## config.mk

```make
export PLATFORM = sky130hd
export DESIGN_NAME = format_spec_parser_flat
export DESIGN_NICKNAME = d
export VERILOG_FILES = /design/src/hw/rtl/fsp_pkg.sv /design/src/hw/rtl/fsp_in_if.sv /design/src/hw/rtl/fsp_out_if.sv /design/src/hw/rtl/format_spec_parser.sv /design/src/flat_wrapper.sv
export SDC_FILE = /design/constraint.sdc
export NUM_CORES = 1
export LEC_CHECK = 0
export ABC_AREA = 1
export BUFFER_PORTS_ARGS = -buffer_cell sky130_fd_sc_hd__buf_2
export CAP_MARGIN = 20
export CELL_PAD_IN_SITES_DETAIL_PLACEMENT = 1
export CELL_PAD_IN_SITES_GLOBAL_PLACEMENT = 1
export CORE_MARGIN = 1.5
export CORE_UTILIZATION = 35
export DETAILED_ROUTE_END_ITERATION = 10
export GPL_ROUTABILITY_DRIVEN = 0
export PLACE_DENSITY_LB_ADDON = 0.15
export SLEW_MARGIN = 40
export SYNTH_ARGS = -nofsm -noshare
export SYNTH_HDL_FRONTEND = slang
export SYNTH_SLANG_ARGS = --single-unit
```

## constraint.sdc

```tcl
create_clock -name clk -period 3.7 [get_ports clk]
set_input_delay 0.185 -clock clk [delete_from_list [all_inputs] [get_ports clk]]
set_output_delay 0.185 -clock clk [all_outputs]
set_load 0.005 [all_outputs]
```

## src/hw/rtl/fsp_pkg.sv

```systemverilog
`timescale 1ns / 1ps
`default_nettype none

package fsp_pkg;

  localparam int CH_W        = 8;
  localparam int FLAG_W      = 5;
  localparam int OUT_W       = 16;
  localparam int LEN_W       = 3;
  localparam int OUT_MAX     = 65535;
  localparam int NUM_WIDTH_D = 16;

  typedef enum logic [2:0] {
    PH_START,
    PH_FLAGS,
    PH_WIDTH,
    PH_PREC,
    PH_MOD1,
    PH_MOD2,
    PH_MODZJ,
    PH_SKIP
  } phase_t;

  typedef enum logic [1:0] {
    WS_NONE,
    WS_STAR,
    WS_DIGITS,
    WS_DIGITS_STAR
  } width_status_t;

  localparam logic [LEN_W-1:0] LEN_NONE = 3'd0;
  localparam logic [LEN_W-1:0] LEN_H    = 3'd1;
  localparam logic [LEN_W-1:0] LEN_HH   = 3'd2;
  localparam logic [LEN_W-1:0] LEN_L    = 3'd3;
  localparam logic [LEN_W-1:0] LEN_LL   = 3'd4;
  localparam logic [LEN_W-1:0] LEN_Z    = 3'd5;
  localparam logic [LEN_W-1:0] LEN_J    = 3'd6;

  typedef struct packed {
    logic [FLAG_W-1:0] flag_mask;
    logic              width_given;
    logic              width_star;
    logic [OUT_W-1:0]  width_value;
    logic              precision_given;
    logic [OUT_W-1:0]  precision_value;
    logic [LEN_W-1:0]  length_code;
    logic [CH_W-1:0]   conversion;
    logic              last_consumed;
    logic              nothing_parsed;
  } result_t;

  // one-hot flag bit: minus, zero, plus, hash, space
  function automatic logic [FLAG_W-1:0] flag_bit(input logic [CH_W-1:0] c);
    logic [FLAG_W-1:0] f;
    f = '0;
    case (c)
      "-":     f = 5'b00001;
      "0":     f = 5'b00010;
      "+":     f = 5'b00100;
      "#":     f = 5'b01000;
      " ":     f = 5'b10000;
      default: f = '0;
    endcase
    return f;
  endfunction

  function automatic logic is_plain(input logic [CH_W-1:0] c);
    logic r;
    r = 1'b0;
    case (c)
      "s", "S", "p", "d", "D", "i", "o", "O", "u", "U", "x", "X", "c", "C", "b", "@":
        r = 1'b1;
      default: r = 1'b0;
    endcase
    return r;
  endfunction

  function automatic logic is_hl_conv(input logic [CH_W-1:0] c);
    logic r;
    r = 1'b0;
    case (c)
      "d", "D", "i", "o", "O", "u", "U", "x", "X", "p", "c", "C", "s", "S", "b":
        r = 1'b1;
      default: r = 1'b0;
    endcase
    return r;
  endfunction

  function automatic logic is_zj_conv(input logic [CH_W-1:0] c);
    logic r;
    r = 1'b0;
    case (c)
      "d", "D", "i", "o", "O", "u", "U", "x", "X", "s", "S", "c", "C", "b":
        r = 1'b1;
      default: r = 1'b0;
    endcase
    return r;
  endfunction

  function automatic logic is_mod_run(input logic [CH_W-1:0] c);
    logic r;
    r = 1'b0;
    case (c)
      "h", "l", "j", "z": r = 1'b1;
      default:            r = 1'b0;
    endcase
    return r;
  endfunction

endpackage

`default_nettype wire

```

## src/hw/rtl/fsp_in_if.sv

```systemverilog
`timescale 1ns / 1ps
`default_nettype none

interface fsp_in_if;
  logic                      valid;
  logic                      ready;
  logic [fsp_pkg::CH_W-1:0]  ch;
  logic                      end_of_text;

  modport source (output valid, output ch, output end_of_text, input ready);
  modport sink   (input valid, input ch, input end_of_text, output ready);
endinterface

`default_nettype wire

```

## src/hw/rtl/fsp_out_if.sv

```systemverilog
`timescale 1ns / 1ps
`default_nettype none

interface fsp_out_if;
  logic                         valid;
  logic                         ready;
  logic [fsp_pkg::FLAG_W-1:0]   flag_mask;
  logic                         width_given;
  logic                         width_star;
  logic [fsp_pkg::OUT_W-1:0]    width_value;
  logic                         precision_given;
  logic [fsp_pkg::OUT_W-1:0]    precision_value;
  logic [fsp_pkg::LEN_W-1:0]    length_code;
  logic [fsp_pkg::CH_W-1:0]     conversion;
  logic                         last_consumed;
  logic                         nothing_parsed;

  modport source (
    output valid, output flag_mask, output width_given, output width_star,
    output width_value, output precision_given, output precision_value,
    output length_code, output conversion, output last_consumed,
    output nothing_parsed, input ready
  );
  modport sink (
    input valid, input flag_mask, input width_given, input width_star,
    input width_value, input precision_given, input precision_value,
    input length_code, input conversion, input last_consumed,
    input nothing_parsed, output ready
  );
endinterface

`default_nettype wire

```

## src/hw/rtl/format_spec_parser.sv

```systemverilog
`timescale 1ns / 1ps
`default_nettype none

// Conversion specification parser: feed the characters after a percent sign,
// one per item, with end_of_text marking the terminator. One result item comes
// out per specification (flags, width, precision, length modifier and
// conversion letter); last_consumed tells whether the character that closed
// the record belongs to it, so the caller re-presents it otherwise. Each item
// is decoded in the cycle it is accepted, so the block takes one item per
// clock; a result sits in the output register until taken, and input stalls
// only while that register is full and not being drained. Width and precision
// accumulate in NUM_WIDTH-bit saturating registers and are reported clamped to
// 65535.
module format_spec_parser #(
  parameter int NUM_WIDTH = fsp_pkg::NUM_WIDTH_D
) (
  input  wire          clk,
  input  wire          rst_n,
  fsp_in_if.sink       in_chan,
  fsp_out_if.source    out_chan
);

  localparam int EXT_W = (NUM_WIDTH > fsp_pkg::OUT_W) ? NUM_WIDTH : fsp_pkg::OUT_W;

  fsp_pkg::phase_t                 phase_r, phase_nxt;
  logic [fsp_pkg::FLAG_W-1:0]      flags_r, flags_nxt;
  logic [NUM_WIDTH-1:0]            wacc_r, wacc_nxt;
  fsp_pkg::width_status_t          wstat_r, wstat_nxt;
  logic [NUM_WIDTH-1:0]            pacc_r, pacc_nxt;
  logic                            pseen_r, pseen_nxt;
  logic [fsp_pkg::LEN_W-1:0]       mod_r, mod_nxt;

  fsp_pkg::result_t                res_r, res_nxt;
  logic                            out_valid_r;

  logic                            accept;
  logic                            eot;
  logic [fsp_pkg::CH_W-1:0]        c;
  logic [fsp_pkg::FLAG_W-1:0]      fbit;
  logic                            is_flag, is_star, is_dig, is_dot;
  logic                            is_plain, is_hl, is_zj, is_run;
  logic                            mod_double;

  logic                            emit;
  logic [fsp_pkg::LEN_W-1:0]       emit_len;
  logic [fsp_pkg::CH_W-1:0]        emit_conv;
  logic                            emit_cons;

  function automatic logic [NUM_WIDTH-1:0] acc_step(input logic [NUM_WIDTH-1:0] acc,
                                                     input logic [3:0] d);
    logic [NUM_WIDTH+3:0] v;
    v = ((NUM_WIDTH+4)'(acc) << 3) + ((NUM_WIDTH+4)'(acc) << 1) + (NUM_WIDTH+4)'(d);
    return (|v[NUM_WIDTH+3:NUM_WIDTH]) ? '1 : v[NUM_WIDTH-1:0];
  endfunction

  function automatic logic [fsp_pkg::OUT_W-1:0] clamp_out(input logic [NUM_WIDTH-1:0] acc);
    logic [EXT_W-1:0] e;
    e = EXT_W'(acc);
    return (e > EXT_W'(fsp_pkg::OUT_MAX)) ? '1 : e[fsp_pkg::OUT_W-1:0];
  endfunction

  assign in_chan.ready = !out_valid_r || out_chan.ready;
  assign accept        = in_chan.valid && in_chan.ready;
  assign eot           = in_chan.end_of_text;
  assign c             = in_chan.ch;

  assign fbit       = fsp_pkg::flag_bit(c);
  assign is_flag    = |fbit;
  assign is_star    = (c == "*");
  assign is_dot     = (c == ".");
  assign is_dig     = (c >= "0") && (c <= "9");
  assign is_plain   = fsp_pkg::is_plain(c);
  assign is_hl      = fsp_pkg::is_hl_conv(c);
  assign is_zj      = fsp_pkg::is_zj_conv(c);
  assign is_run     = fsp_pkg::is_mod_run(c);
  assign mod_double = (mod_r == fsp_pkg::LEN_H && c == "h") ||
                      (mod_r == fsp_pkg::LEN_L && c == "l");

  // next phase and record decision
  always_comb begin
    phase_nxt = phase_r;
    emit      = 1'b0;
    emit_len  = fsp_pkg::LEN_NONE;
    emit_conv = '0;
    emit_cons = 1'b0;
    if (eot) begin
      emit = 1'b1;
    end else begin
      unique case (phase_r)
        fsp_pkg::PH_START, fsp_pkg::PH_FLAGS, fsp_pkg::PH_WIDTH, fsp_pkg::PH_PREC: begin
          if ((phase_r == fsp_pkg::PH_START || phase_r == fsp_pkg::PH_FLAGS) && is_flag) begin
            phase_nxt = fsp_pkg::PH_FLAGS;
          end else if (phase_r != fsp_pkg::PH_PREC && (is_star || is_dig)) begin
            phase_nxt = fsp_pkg::PH_WIDTH;
          end else if (phase_r == fsp_pkg::PH_PREC && is_dig) begin
            phase_nxt = fsp_pkg::PH_PREC;
          end else if (phase_r != fsp_pkg::PH_PREC && is_dot) begin
            phase_nxt = fsp_pkg::PH_PREC;
          end else if (is_plain) begin
            emit      = 1'b1;
            emit_conv = c;
            emit_cons = 1'b1;
          end else if (c == "h" || c == "l") begin
            phase_nxt = fsp_pkg::PH_MOD1;
          end else if (c == "z" || c == "j") begin
            phase_nxt = fsp_pkg::PH_MODZJ;
          end else begin
            emit = 1'b1;
          end
        end
        fsp_pkg::PH_MOD1, fsp_pkg::PH_MOD2, fsp_pkg::PH_MODZJ: begin
          if (phase_r == fsp_pkg::PH_MOD1 && mod_double) begin
            phase_nxt = fsp_pkg::PH_MOD2;
          end else if ((phase_r == fsp_pkg::PH_MODZJ) ? is_zj : is_hl) begin
            emit      = 1'b1;
            emit_len  = mod_r;
            emit_conv = c;
            emit_cons = 1'b1;
          end else if (is_run) begin
            phase_nxt = fsp_pkg::PH_SKIP;
          end else begin
            emit = 1'b1;
          end
        end
        fsp_pkg::PH_SKIP: begin
          if (!is_run) begin
            emit = 1'b1;
          end
        end
        default: phase_nxt = fsp_pkg::PH_START;
      endcase
    end
    if (emit) begin
      phase_nxt = fsp_pkg::PH_START;
    end
  end

  // field registers and the result record
  always_comb begin
    flags_nxt = flags_r;
    wacc_nxt  = wacc_r;
    wstat_nxt = wstat_r;
    pacc_nxt  = pacc_r;
    pseen_nxt = pseen_r;
    mod_nxt   = mod_r;

    res_nxt.flag_mask       = flags_r;
    res_nxt.width_given     = (wstat_r == fsp_pkg::WS_DIGITS) ||
                              (wstat_r == fsp_pkg::WS_DIGITS_STAR);
    res_nxt.width_star      = (wstat_r == fsp_pkg::WS_STAR);
    res_nxt.width_value     = res_nxt.width_given ? clamp_out(wacc_r) : '0;
    res_nxt.precision_given = pseen_r;
    res_nxt.precision_value = pseen_r ? clamp_out(pacc_r) : '0;
    res_nxt.length_code     = emit_len;
    res_nxt.conversion      = emit_conv;
    res_nxt.last_consumed   = emit_cons;
    res_nxt.nothing_parsed  = eot && (phase_r == fsp_pkg::PH_START);

    if (!eot) begin
      case (phase_r)
        fsp_pkg::PH_START, fsp_pkg::PH_FLAGS: begin
          if (is_flag) begin
            flags_nxt = flags_r | fbit;
          end else if (is_star) begin
            wstat_nxt = fsp_pkg::WS_STAR;
          end else if (is_dig) begin
            wstat_nxt = fsp_pkg::WS_DIGITS;
            wacc_nxt  = acc_step('0, c[3:0]);
          end
        end
        fsp_pkg::PH_WIDTH: begin
          if (is_dig && wstat_r == fsp_pkg::WS_DIGITS) begin
            wacc_nxt = acc_step(wacc_r, c[3:0]);
          end else if (is_star && wstat_r == fsp_pkg::WS_DIGITS) begin
            wstat_nxt = fsp_pkg::WS_DIGITS_STAR;
          end
        end
        fsp_pkg::PH_PREC: begin
          if (is_dig) begin
            pacc_nxt = acc_step(pacc_r, c[3:0]);
          end
        end
        fsp_pkg::PH_MOD1: begin
          if (mod_double) begin
            mod_nxt = mod_r + fsp_pkg::LEN_W'(1);
          end
        end
        default: ;
      endcase
      // the dot and modifier start only land in phases that accept them
      if ((phase_r == fsp_pkg::PH_START || phase_r == fsp_pkg::PH_FLAGS ||
           phase_r == fsp_pkg::PH_WIDTH) && is_dot && !is_flag) begin
        pseen_nxt = 1'b1;
      end
      if (phase_nxt == fsp_pkg::PH_MOD1 && phase_r != fsp_pkg::PH_MOD1) begin
        mod_nxt = (c == "h") ? fsp_pkg::LEN_H : fsp_pkg::LEN_L;
      end
      if (phase_nxt == fsp_pkg::PH_MODZJ && phase_r != fsp_pkg::PH_MODZJ) begin
        mod_nxt = (c == "z") ? fsp_pkg::LEN_Z : fsp_pkg::LEN_J;
      end
    end

    if (emit) begin
      flags_nxt = '0;
      wacc_nxt  = '0;
      wstat_nxt = fsp_pkg::WS_NONE;
      pacc_nxt  = '0;
      pseen_nxt = 1'b0;
      mod_nxt   = fsp_pkg::LEN_NONE;
    end
  end

  always_ff @(posedge clk) begin
    if (!rst_n) begin
      phase_r     <= fsp_pkg::PH_START;
      flags_r     <= '0;
      wacc_r      <= '0;
      wstat_r     <= fsp_pkg::WS_NONE;
      pacc_r      <= '0;
      pseen_r     <= 1'b0;
      mod_r       <= fsp_pkg::LEN_NONE;
      out_valid_r <= 1'b0;
    end else begin
      if (accept && emit) begin
        out_valid_r <= 1'b1;
      end else if (out_chan.ready) begin
        out_valid_r <= 1'b0;
      end
      if (accept) begin
        phase_r <= phase_nxt;
        flags_r <= flags_nxt;
        wacc_r  <= wacc_nxt;
        wstat_r <= wstat_nxt;
        pacc_r  <= pacc_nxt;
        pseen_r <= pseen_nxt;
        mod_r   <= mod_nxt;
      end
    end
  end

  always_ff @(posedge clk) begin
    if (accept && emit) begin
      res_r <= res_nxt;
    end
  end

  assign out_chan.valid           = out_valid_r;
  assign out_chan.flag_mask       = res_r.flag_mask;
  assign out_chan.width_given     = res_r.width_given;
  assign out_chan.width_star      = res_r.width_star;
  assign out_chan.width_value     = res_r.width_value;
  assign out_chan.precision_given = res_r.precision_given;
  assign out_chan.precision_value = res_r.precision_value;
  assign out_chan.length_code     = res_r.length_code;
  assign out_chan.conversion      = res_r.conversion;
  assign out_chan.last_consumed   = res_r.last_consumed;
  assign out_chan.nothing_parsed  = res_r.nothing_parsed;

endmodule

`default_nettype wire
```

## src/flat_wrapper.sv

```systemverilog
// flat-port wrapper written by rule: the top's interface ports become plain ports
module format_spec_parser_flat 
#(
  parameter int NUM_WIDTH = fsp_pkg::NUM_WIDTH_D
)
  (clk, rst_n, in_chan_valid, in_chan_ch, in_chan_end_of_text, in_chan_ready, out_chan_valid, out_chan_flag_mask, out_chan_width_given, out_chan_width_star, out_chan_width_value, out_chan_precision_given, out_chan_precision_value, out_chan_length_code, out_chan_conversion, out_chan_last_consumed, out_chan_nothing_parsed, out_chan_ready);
  fsp_in_if in_chan_i ();
  fsp_out_if out_chan_i ();
  input  wire clk;
  input  wire rst_n;
  input wire logic [$bits(in_chan_i.valid)-1:0] in_chan_valid;
  input wire logic [$bits(in_chan_i.ch)-1:0] in_chan_ch;
  input wire logic [$bits(in_chan_i.end_of_text)-1:0] in_chan_end_of_text;
  output wire logic [$bits(in_chan_i.ready)-1:0] in_chan_ready;
  output wire logic [$bits(out_chan_i.valid)-1:0] out_chan_valid;
  output wire logic [$bits(out_chan_i.flag_mask)-1:0] out_chan_flag_mask;
  output wire logic [$bits(out_chan_i.width_given)-1:0] out_chan_width_given;
  output wire logic [$bits(out_chan_i.width_star)-1:0] out_chan_width_star;
  output wire logic [$bits(out_chan_i.width_value)-1:0] out_chan_width_value;
  output wire logic [$bits(out_chan_i.precision_given)-1:0] out_chan_precision_given;
  output wire logic [$bits(out_chan_i.precision_value)-1:0] out_chan_precision_value;
  output wire logic [$bits(out_chan_i.length_code)-1:0] out_chan_length_code;
  output wire logic [$bits(out_chan_i.conversion)-1:0] out_chan_conversion;
  output wire logic [$bits(out_chan_i.last_consumed)-1:0] out_chan_last_consumed;
  output wire logic [$bits(out_chan_i.nothing_parsed)-1:0] out_chan_nothing_parsed;
  input wire logic [$bits(out_chan_i.ready)-1:0] out_chan_ready;
  assign in_chan_i.valid = in_chan_valid;
  assign in_chan_i.ch = in_chan_ch;
  assign in_chan_i.end_of_text = in_chan_end_of_text;
  assign in_chan_ready = in_chan_i.ready;
  assign out_chan_valid = out_chan_i.valid;
  assign out_chan_flag_mask = out_chan_i.flag_mask;
  assign out_chan_width_given = out_chan_i.width_given;
  assign out_chan_width_star = out_chan_i.width_star;
  assign out_chan_width_value = out_chan_i.width_value;
  assign out_chan_precision_given = out_chan_i.precision_given;
  assign out_chan_precision_value = out_chan_i.precision_value;
  assign out_chan_length_code = out_chan_i.length_code;
  assign out_chan_conversion = out_chan_i.conversion;
  assign out_chan_last_consumed = out_chan_i.last_consumed;
  assign out_chan_nothing_parsed = out_chan_i.nothing_parsed;
  assign out_chan_i.ready = out_chan_ready;
  format_spec_parser #(.NUM_WIDTH(NUM_WIDTH)) u_core (.clk(clk), .rst_n(rst_n), .in_chan(in_chan_i), .out_chan(out_chan_i));
endmodule
```

==> results of run 1 <==
cells by family after synthesis:
group / count (synthesis) / synth area share
AND/OR/NAND/NOR: 485 / 0.2936
buffers and inverters: 152 / 0.08622
AO/OA/AOI/OAI: 132 / 0.09982
flip-flops: 100 / 0.3621
adder cells (fa/ha/maj): 69 / 0.1277
XOR/XNOR: 24 / 0.03005
other: 1 / 0.0005362
sequential cells by signal, summed over array words and instances (netlist names):
register and flops:
u_core.out_chan.valid 1, u_core.out_chan.length_code 3, u_core.wacc_r 16, u_core.out_chan.precision_value 16
u_core.out_chan.last_consumed 1, u_core.out_chan.width_given 1, u_core.out_chan.precision_given 1, u_core.out_chan.flag_mask 5
u_core.out_chan.conversion 8, u_core.flags_r 5, u_core.wstat_r 2, u_core.pseen_r 1
u_core.pacc_r 16, u_core.out_chan.width_star 1, u_core.mod_r 3, u_core.out_chan.width_value 16
u_core.out_chan.nothing_parsed 1, u_core.phase_r 3
per-stage QoR:
stage	instances	hold WS, ns	utilization
after global placement	1281	0.4196	0.3898
after floorplan	963	0.3064	-
after CTS	1297	0.1149	0.4059
after detailed placement	1281	0.4313	0.3898
after global routing	1297	0.1331	0.4061
final	1297	0.1273	0.4061
layout by cell type, fill, tap and decap left out, types with 2 or more instances in the layout:
cell,n
inv_8,2
nand2_2,7
a21oi_1,79
nor2_2,3
inv_2,7
o211ai_1,4
o21ai_1,3
fa_1,4
buf_4,8
nor3_1,12
ha_1,65
o21ai_0,34
nand3b_1,5
inv_1,122
o21bai_1,4
edfxtp_1,53
buf_2,67
clkinv_8,3
nand2_1,271
xnor2_1,10
nor2_1,100
a31oi_1,3
clkbuf_16,9
xor2_1,14
nand4_1,12
dfxtp_1,46
nand3_1,64
and2_1,2
nand3_2,2
inv_6,2
final timing paths:
| path | endpoint | depth (start not counted) | slack, ns |
|---|---|---|---|
| worst min-delay path | u_core.out_chan.valid$_SDFFE_PN0P_ | 4 | 0.13 |
| worst min register to register | u_core.out_chan.flag_mask[0]$_DFFE_PP_ | 0 | 0.45 |
| worst max register to register | u_core.wacc_r[7]$_SDFFE_PN0P_ | 16 | 0.48 |
| worst max-delay path | u_core.wacc_r[7]$_SDFFE_PN0P_ | 16 | 0.48 |
layer usage:
metal | GRT usage | share of wire
met5 | 0 | 0
met4 | 0.04997 | 0.012
met3 | 0.03576 | 0.031
met2 | 0.3709 | 0.48
met1 | 0.2754 | 0.48
Yosys cell counts, drive strengths merged:
cell    count
a21oi      79
a221oi      1
a31oi       3
and2        2
buf        10
clkbuf     12
clkinv      1
conb        1
dfxtp      47
edfxtp     53
fa          4
ha         65
inv       129
nand2     279
nand3      67
nand3b      5
nand4      13
nor2      103
nor3       14
o211ai      4
o21a        1
o21ai      37
o21bai      4
o22ai       1
o311ai      1
o31ai       1
or2         2
xnor2      10
xor2       14
report_power, final:
group | internal, mW | switching (mW) | leakage (nW)
Clock | 0.490 | 0.525 | 0.153
Sequential | 1.21 | 0.0104 | 0.912
Combinational | 0.0621 | 0.156 | 3.01
area by class of cell:
cell class                 count  area share
timing repair buffer          75     0.04987
clock inverter                 7     0.01120
sequential                   100      0.3196
clock buffer                   9     0.02840
multi-input combinational    711      0.4876
inverter                     130     0.06154
tap                          265     0.04182
worst max-delay path, stage by stage (launching register included):
cell and delay [ns]:
dfxtp_1 0.48, fa_1 0.52, fa_1 0.48, nand3_1 0.10, nand2_1 0.12, nand2_1 0.09, nand2_1 0.08, nand2_1 0.10
nand2_1 0.05, nand2_1 0.05, nand2_1 0.07, nor2_1 0.22, nand2_2 0.23, o21ai_0 0.24, nor2_1 0.06, nand3_1 0.09
a21oi_1 0.07
==> metrics.md, run 1 <==
| Metric | Value |
|---|---|
| Vias in the first global route | `6,722` |
| HPWL Detailed | `16.19 mm` |
| Final nets | `1,109` |
| F_max | `310.9 MHz` |
| Place WS | `0.4298 ns` |
| CTS root buf | `clkbuf_16` |
| PortBufs | `67` |
| Die width | `144.4 microns` |
| Initial antenna violation count | `0` |
| Relative slew slack | `0.4993` |
| Top cell type by total area after synthesis | `edfxtp_1` |
| Final-report max-slew violation count | `0` |
| All-Layer GR Usage | `0.2133` |
| Startpoint types | `flop` |
| DIE HEIGHT | `144.4 microns` |
| # DRC | `0` |
| Post-synthesis sequential area ratio | `0.3621` |
| Gr ovfl total | `0` |
| Largest net degree at the start of global routing | `38` |
| First-pass GRT wire length | `34.44 mm` |
| CTS Sinks | `100` |
| Kind of critical path | `flop to flop` |
| I/O pins | `68` |
| Post-CTS resize count | `0` |
| Hold buffer count at CTS | `0` |
| RSZ-0062 raised after global routing | `false` |
| Drt total wl | `20.92 mm` |
| Syn nets | `1,045` |
| Rows | `51` |
| Synth top area cells | `edfxtp_1 23%, nand2_1 15%, dfxtp_1 13%` |
| Leak pwr | `4.079 nW` |
| Top-area cell type share of the netlist area | `0.2275` |
| Core ar. | `0.01953 sq mm` |
| CP startpoint | `u_core.wacc_r[0]$_SDFFE_PN0P_` |
| Peak supply drop | `0.0002022 V` |
| Total power | `2.451 mW` |
| WL/cell | `16.13 microns` |
| Power Dens Cells | `309.1 mW/mm^2` |
| Tmin final | `3.216 ns` |
| Required @ worst endpoint | `3.92 ns` |
| Netlist Area Pre-Place | `0.006994 sq mm` |
| Vias | `6,478` |
| Final WS setup | `0.4836 ns` |
| DRT Pass-1 Iters | `4` |
| Setup-failing EPs final | `0` |
| Max Clock Skew | `0.007667 ns` |
| Yosys reg bits | `100` |
| Hold path start | `out_chan_ready` |
| DR iter-0 viols | `279` |
| Crit path DAT | `3.44 ns` |
| Netlist cell types | `41` |
| Num CTS Buffers | `9` |
| Status | `complete, no violations` |
| Placed Area | `0.007611 sq mm` |
| Tightest Pin Transition | `0.7499 ns` |
| Worst Path Max Fanout | `14` |
| Initial core utilization | `0.3582` |
| DRT antenna net count | `0` |
| Skew-Pair Late Insertion Delay | `0.36 ns` |
| Fill cells | `2,525` |
| TritonCTS clock tree | `done` |
| Max-Cap Viols | `0` |
| Post-CTS Setup Inserts | `0` |
| Cells after Synth | `963` |
| Area of the multi-input gates | `0.003866 sq mm` |
| CTS Buffer Depth | `2` |
| Syn avg cell area | `7.263 sq um` |
| Ant. Diodes | `0` |
| Clk slew on worst S/H paths | `0.08 ns` |
| Sequential cell area | `0.002534 sq mm` |
| Via density | `4.995` |
| Fin crit share | `0.8693` |
| Yosys Warn Count | `0` |
| Area growth, synth to finish | `13.36%` |
| Crit. End Element | `flop` |
| Final hold violations | `0` |
| Final Instance Area | `0.007929 sq mm` |
| Hold Crit Class | `primary input to flop` |
| Final TNS setup | `0 ns` |
| Total Die Area | `0.02084 sq mm` |
| Share of cells above drive strength 1 | `0.1134` |
| H-tree levels | `3` |
| R2r startpoint | `u_core.wacc_r[0]$_SDFFE_PN0P_` |
Note: power is estimated with default switching activity, not from simulation.
==> run 2: changes to the inputs <==
- CORE_UTILIZATION: 35 -> 44
==> run 2 against run 1 <==
First-iteration DRC count grew 14%. Core utilization increased by 10 points. Worst hold slack got worse by 0.0094 ns. Fmax down 1.6%. Wire length is 5.3% lower. Via count barely moved. Power fell by 2.2%. Combinational power decreased by 4%. Cell count shrank 4.4%. Sequential power barely moved. Register-to-register slack worse by 0.05 ns. Die area shrank 20%. Critical endpoint is now u_core.wacc_r[8]$_SDFFE_PN0P_. Largest power group unchanged. Highest routed layer unchanged.
==> metrics.md, run 2 (same netlist as run 1, synthesis figures left out) <==
| Metric | Value |
|---|---|
| Status | `complete, no violations` |
| Via density | `5.221 (+4.5%)` |
| Wl on met1 | `9.975 mm (about the same)` |
| Startpoint types | `flop` |
| Reg-to-Reg End | `u_core.wacc_r[8]$_SDFFE_PN0P_` |
| Commonest non-fill, non-tap cell in the layout | `nand2_1` |
| Num CTS Buffers | `9 (unchanged)` |
| Max layer used | `met4` |
| Share of cells above drive strength 1 | `0.1059 (-0.007444)` |
| Crit path top cell by count | `nand2_1` |
| Area growth, synth to finish | `11.82%` |
| PortBufs | `67 (unchanged)` |
| Sequential cell area | `0.002532 sq mm (about the same)` |
| Max-Cap Viols | `0 (unchanged)` |
| Buffers and inverters on the worst path | `0 (unchanged)` |
| CTS Buffer Depth | `2 (unchanged)` |
| F_max | `305.8 MHz (-1.6%)` |
| CTS root buf | `clkbuf_16` |
| RSZ-0062 raised after global routing | `false` |
| Die width | `129.1 microns (-11%)` |
| Slowest cell on the critical path | `dfxtp_1` |
| Drt total wl | `19.80 mm (-5.3%)` |
| Metal2 WL | `9.061 mm (-9.7%)` |
| Commonest non-fill, non-tap cells in the layout | `272 x nand2_1, 122 x inv_1, 100 x nor2_1` |
| Vias | `6,474 (-0.062%)` |
| Max stage delay on crit path | `0.44 ns (-0.08 ns)` |
| Final nets | `1,106 (-0.27%)` |
| Final-report max-slew violation count | `0 (unchanged)` |
| Cells along the critical path | `ha_1 > ha_1 > fa_1 > nand3_1 > nand2_1 > nand2_1 > nand2_1 > nand2_1 > nand2_1 > nand2_1 > nand2_1 > nor2_1 > nand2_1 > o21ai_0 > nor2_1 > nand3_1 > a21oi_1` |
| Area of the multi-input gates | `0.003859 sq mm (-0.19%)` |
| H-tree levels | `3 (unchanged)` |
| Hold Crit Class | `primary input to flop` |
| DIE HEIGHT | `129.1 microns (-11%)` |
| First-pass GRT wire length | `32.63 mm (-5.2%)` |
| Ant. Diodes | `0 (unchanged)` |
| Final TNS setup | `0 ns (unchanged)` |
| Worst reg2reg path depth | `17 (+1)` |
| Vias in the first global route | `6,475 (-3.7%)` |
| Hold endpoint | `u_core.mod_r[2]$_SDFFE_PN0P_` |
| HPWL Detailed | `15.38 mm (-5.0%)` |
| Clk slew on worst S/H paths | `0.07 ns (about the same)` |
| Total Die Area | `0.01666 sq mm (-20%)` |
| Max Clock Skew | `0.01187 ns (+0.004201 ns)` |
| Final hold violations | `0 (unchanged)` |
| CP delay by family, top | `simple AND/OR/NAND/NOR gates` |
| Core ar. | `0.01537 sq mm (-21%)` |
| Required @ worst endpoint | `3.90 ns (-0.02 ns)` |
| Crit. End Element | `flop` |
| Worst Path Max Fanout | `14 (unchanged)` |
| Largest net degree at the start of global routing | `54 (+42%)` |
| Power Dens Cells | `306.4 mW/mm^2 (-0.87%)` |
| CTS Sinks | `100 (unchanged)` |
| Crit path DAT | `3.47 ns (+0.03 ns)` |
| Rows | `45 (-12%)` |
| Hold path depth | `3 (-1)` |
| Tightest Pin Transition | `0.8255 ns (+0.07554 ns)` |
| Post-CTS Setup Inserts | `0 (unchanged)` |
| Hold buffer count at CTS | `0 (unchanged)` |
| DR iter-0 viols | `317 (+14%)` |
| WL/cell | `15.97 microns (-0.96%)` |
| TritonCTS clock tree | `done` |
| Post-CTS resize count | `0 (unchanged)` |
| Leak pwr | `4.051 nW (-0.68%)` |
| Skew-Pair Late Insertion Delay | `0.35 ns (about the same)` |
| # DRC | `0 (unchanged)` |
| DRT antenna net count | `0 (unchanged)` |
| Initial antenna violation count | `0 (unchanged)` |
| Peak supply drop | `0.0001978 V (-2.2%)` |
| Hold path start | `rst_n` |
| WP depth | `17 (+1)` |
| I/O pins | `68 (unchanged)` |
| DRT Pass-1 Iters | `4 (unchanged)` |
| Gr ovfl total | `0 (unchanged)` |
| Hold slack | `0.1179 ns (-0.009418 ns)` |
| Setup-failing EPs final | `0 (unchanged)` |
| Fill cells | `2,023 (-20%)` |
| Initial core utilization | `0.4550 (+0.09683)` |
| All-Layer GR Usage | `0.2479 (+0.03463)` |
| Tmin final | `3.270 ns (+0.05385 ns)` |
| R2R setup slack | `0.43 ns (-0.05 ns)` |
| Kind of critical path | `flop to flop` |
| R2r startpoint | `u_core.wacc_r[1]$_SDFFE_PN0P_` |
| WL met3 | `575 microns (-13%)` |
| Relative slew slack | `0.4489 (-0.05038)` |
| Fin crit share | `0.8839 (+0.01456)` |
-- run 2: cell types whose count changed in the layout (fill, tap and decap cells not counted), sizes merged --
cell | previous run | this run
buf | 75 | 72
clkinv | 4 | 3
clkinvlp | 0 | 1
bufinv | 0 | 1
inv | 133 | 130
clkbuf | 9 | 11
-- run 2: tightest hold or removal path, stage by stage --
cell and delay [ns]:
buf_2 0.14, nand2_1 0.07, nor2_1 0.04
-- run 2: worst max-delay path by stage --
stage / start / end / slack [ns]
2_1_floorplan: u_core.pacc_r[0]$_SDFFE_PN0P_ / u_core.pacc_r[5]$_SDFFE_PN0P_ / 0.85
3_3_place_gp: u_core.wacc_r[2]$_SDFFE_PN0P_ / u_core.wacc_r[12]$_SDFFE_PN0P_ / 0.65
3_5_place_dp: in_chan_ch[3] / u_core.wacc_r[14]$_SDFFE_PN0P_ / 0.54
4_1_cts: u_core.wacc_r[1]$_SDFFE_PN0P_ / u_core.wacc_r[8]$_SDFFE_PN0P_ / 0.47
5_1_grt: u_core.wacc_r[0]$_SDFFE_PN0P_ / u_core.wacc_r[5]$_SDFFE_PN0P_ / 0.16
6_report: u_core.wacc_r[1]$_SDFFE_PN0P_ / u_core.wacc_r[8]$_SDFFE_PN0P_ / 0.43
-- run 2: where the power goes --
part | internal (mW) | switching, mW | leakage, nW
clock network | 0.528 | 0.435 | 0.140
logic | 0.0618 | 0.147 | 3.00
registers | 1.21 | 0.0165 | 0.911
-- run 2: metrics by stage --
stage,worst slack [ns],utilization,std cells,power [mW],instance area (sq um)
after detailed placement,0.5364,0.4898,1224,1.460,7528
final,0.4297,0.5088,1240,2.397,7821
after global routing,0.1645,0.5088,1240,2.473,7821
after CTS,0.4681,0.5088,1240,2.410,7821
after floorplan,0.8521,-,963,1.368,6994
after global placement,0.6514,0.4898,1224,1.452,7528
-- run 2: layout make-up --
class                           count  share of cell area
Clock buffer                       11             0.02976
Clock inverter                      5            0.007679
Inverter                          130             0.06239
Multi-Input combinational cell    711              0.4934
Sequential cell                   100              0.3238
Tap cell                          211             0.03375
Timing Repair Buffer               72             0.04927
-- run 2: metal layers --
layer | GRT usage | vias to the layer above
met5 | 0 | -
met1 | 0.3544 | 3105
li1 | - | 3261
met3 | 0.03386 | 15
met2 | 0.4020 | 93
met4 | 0.05221 | 0
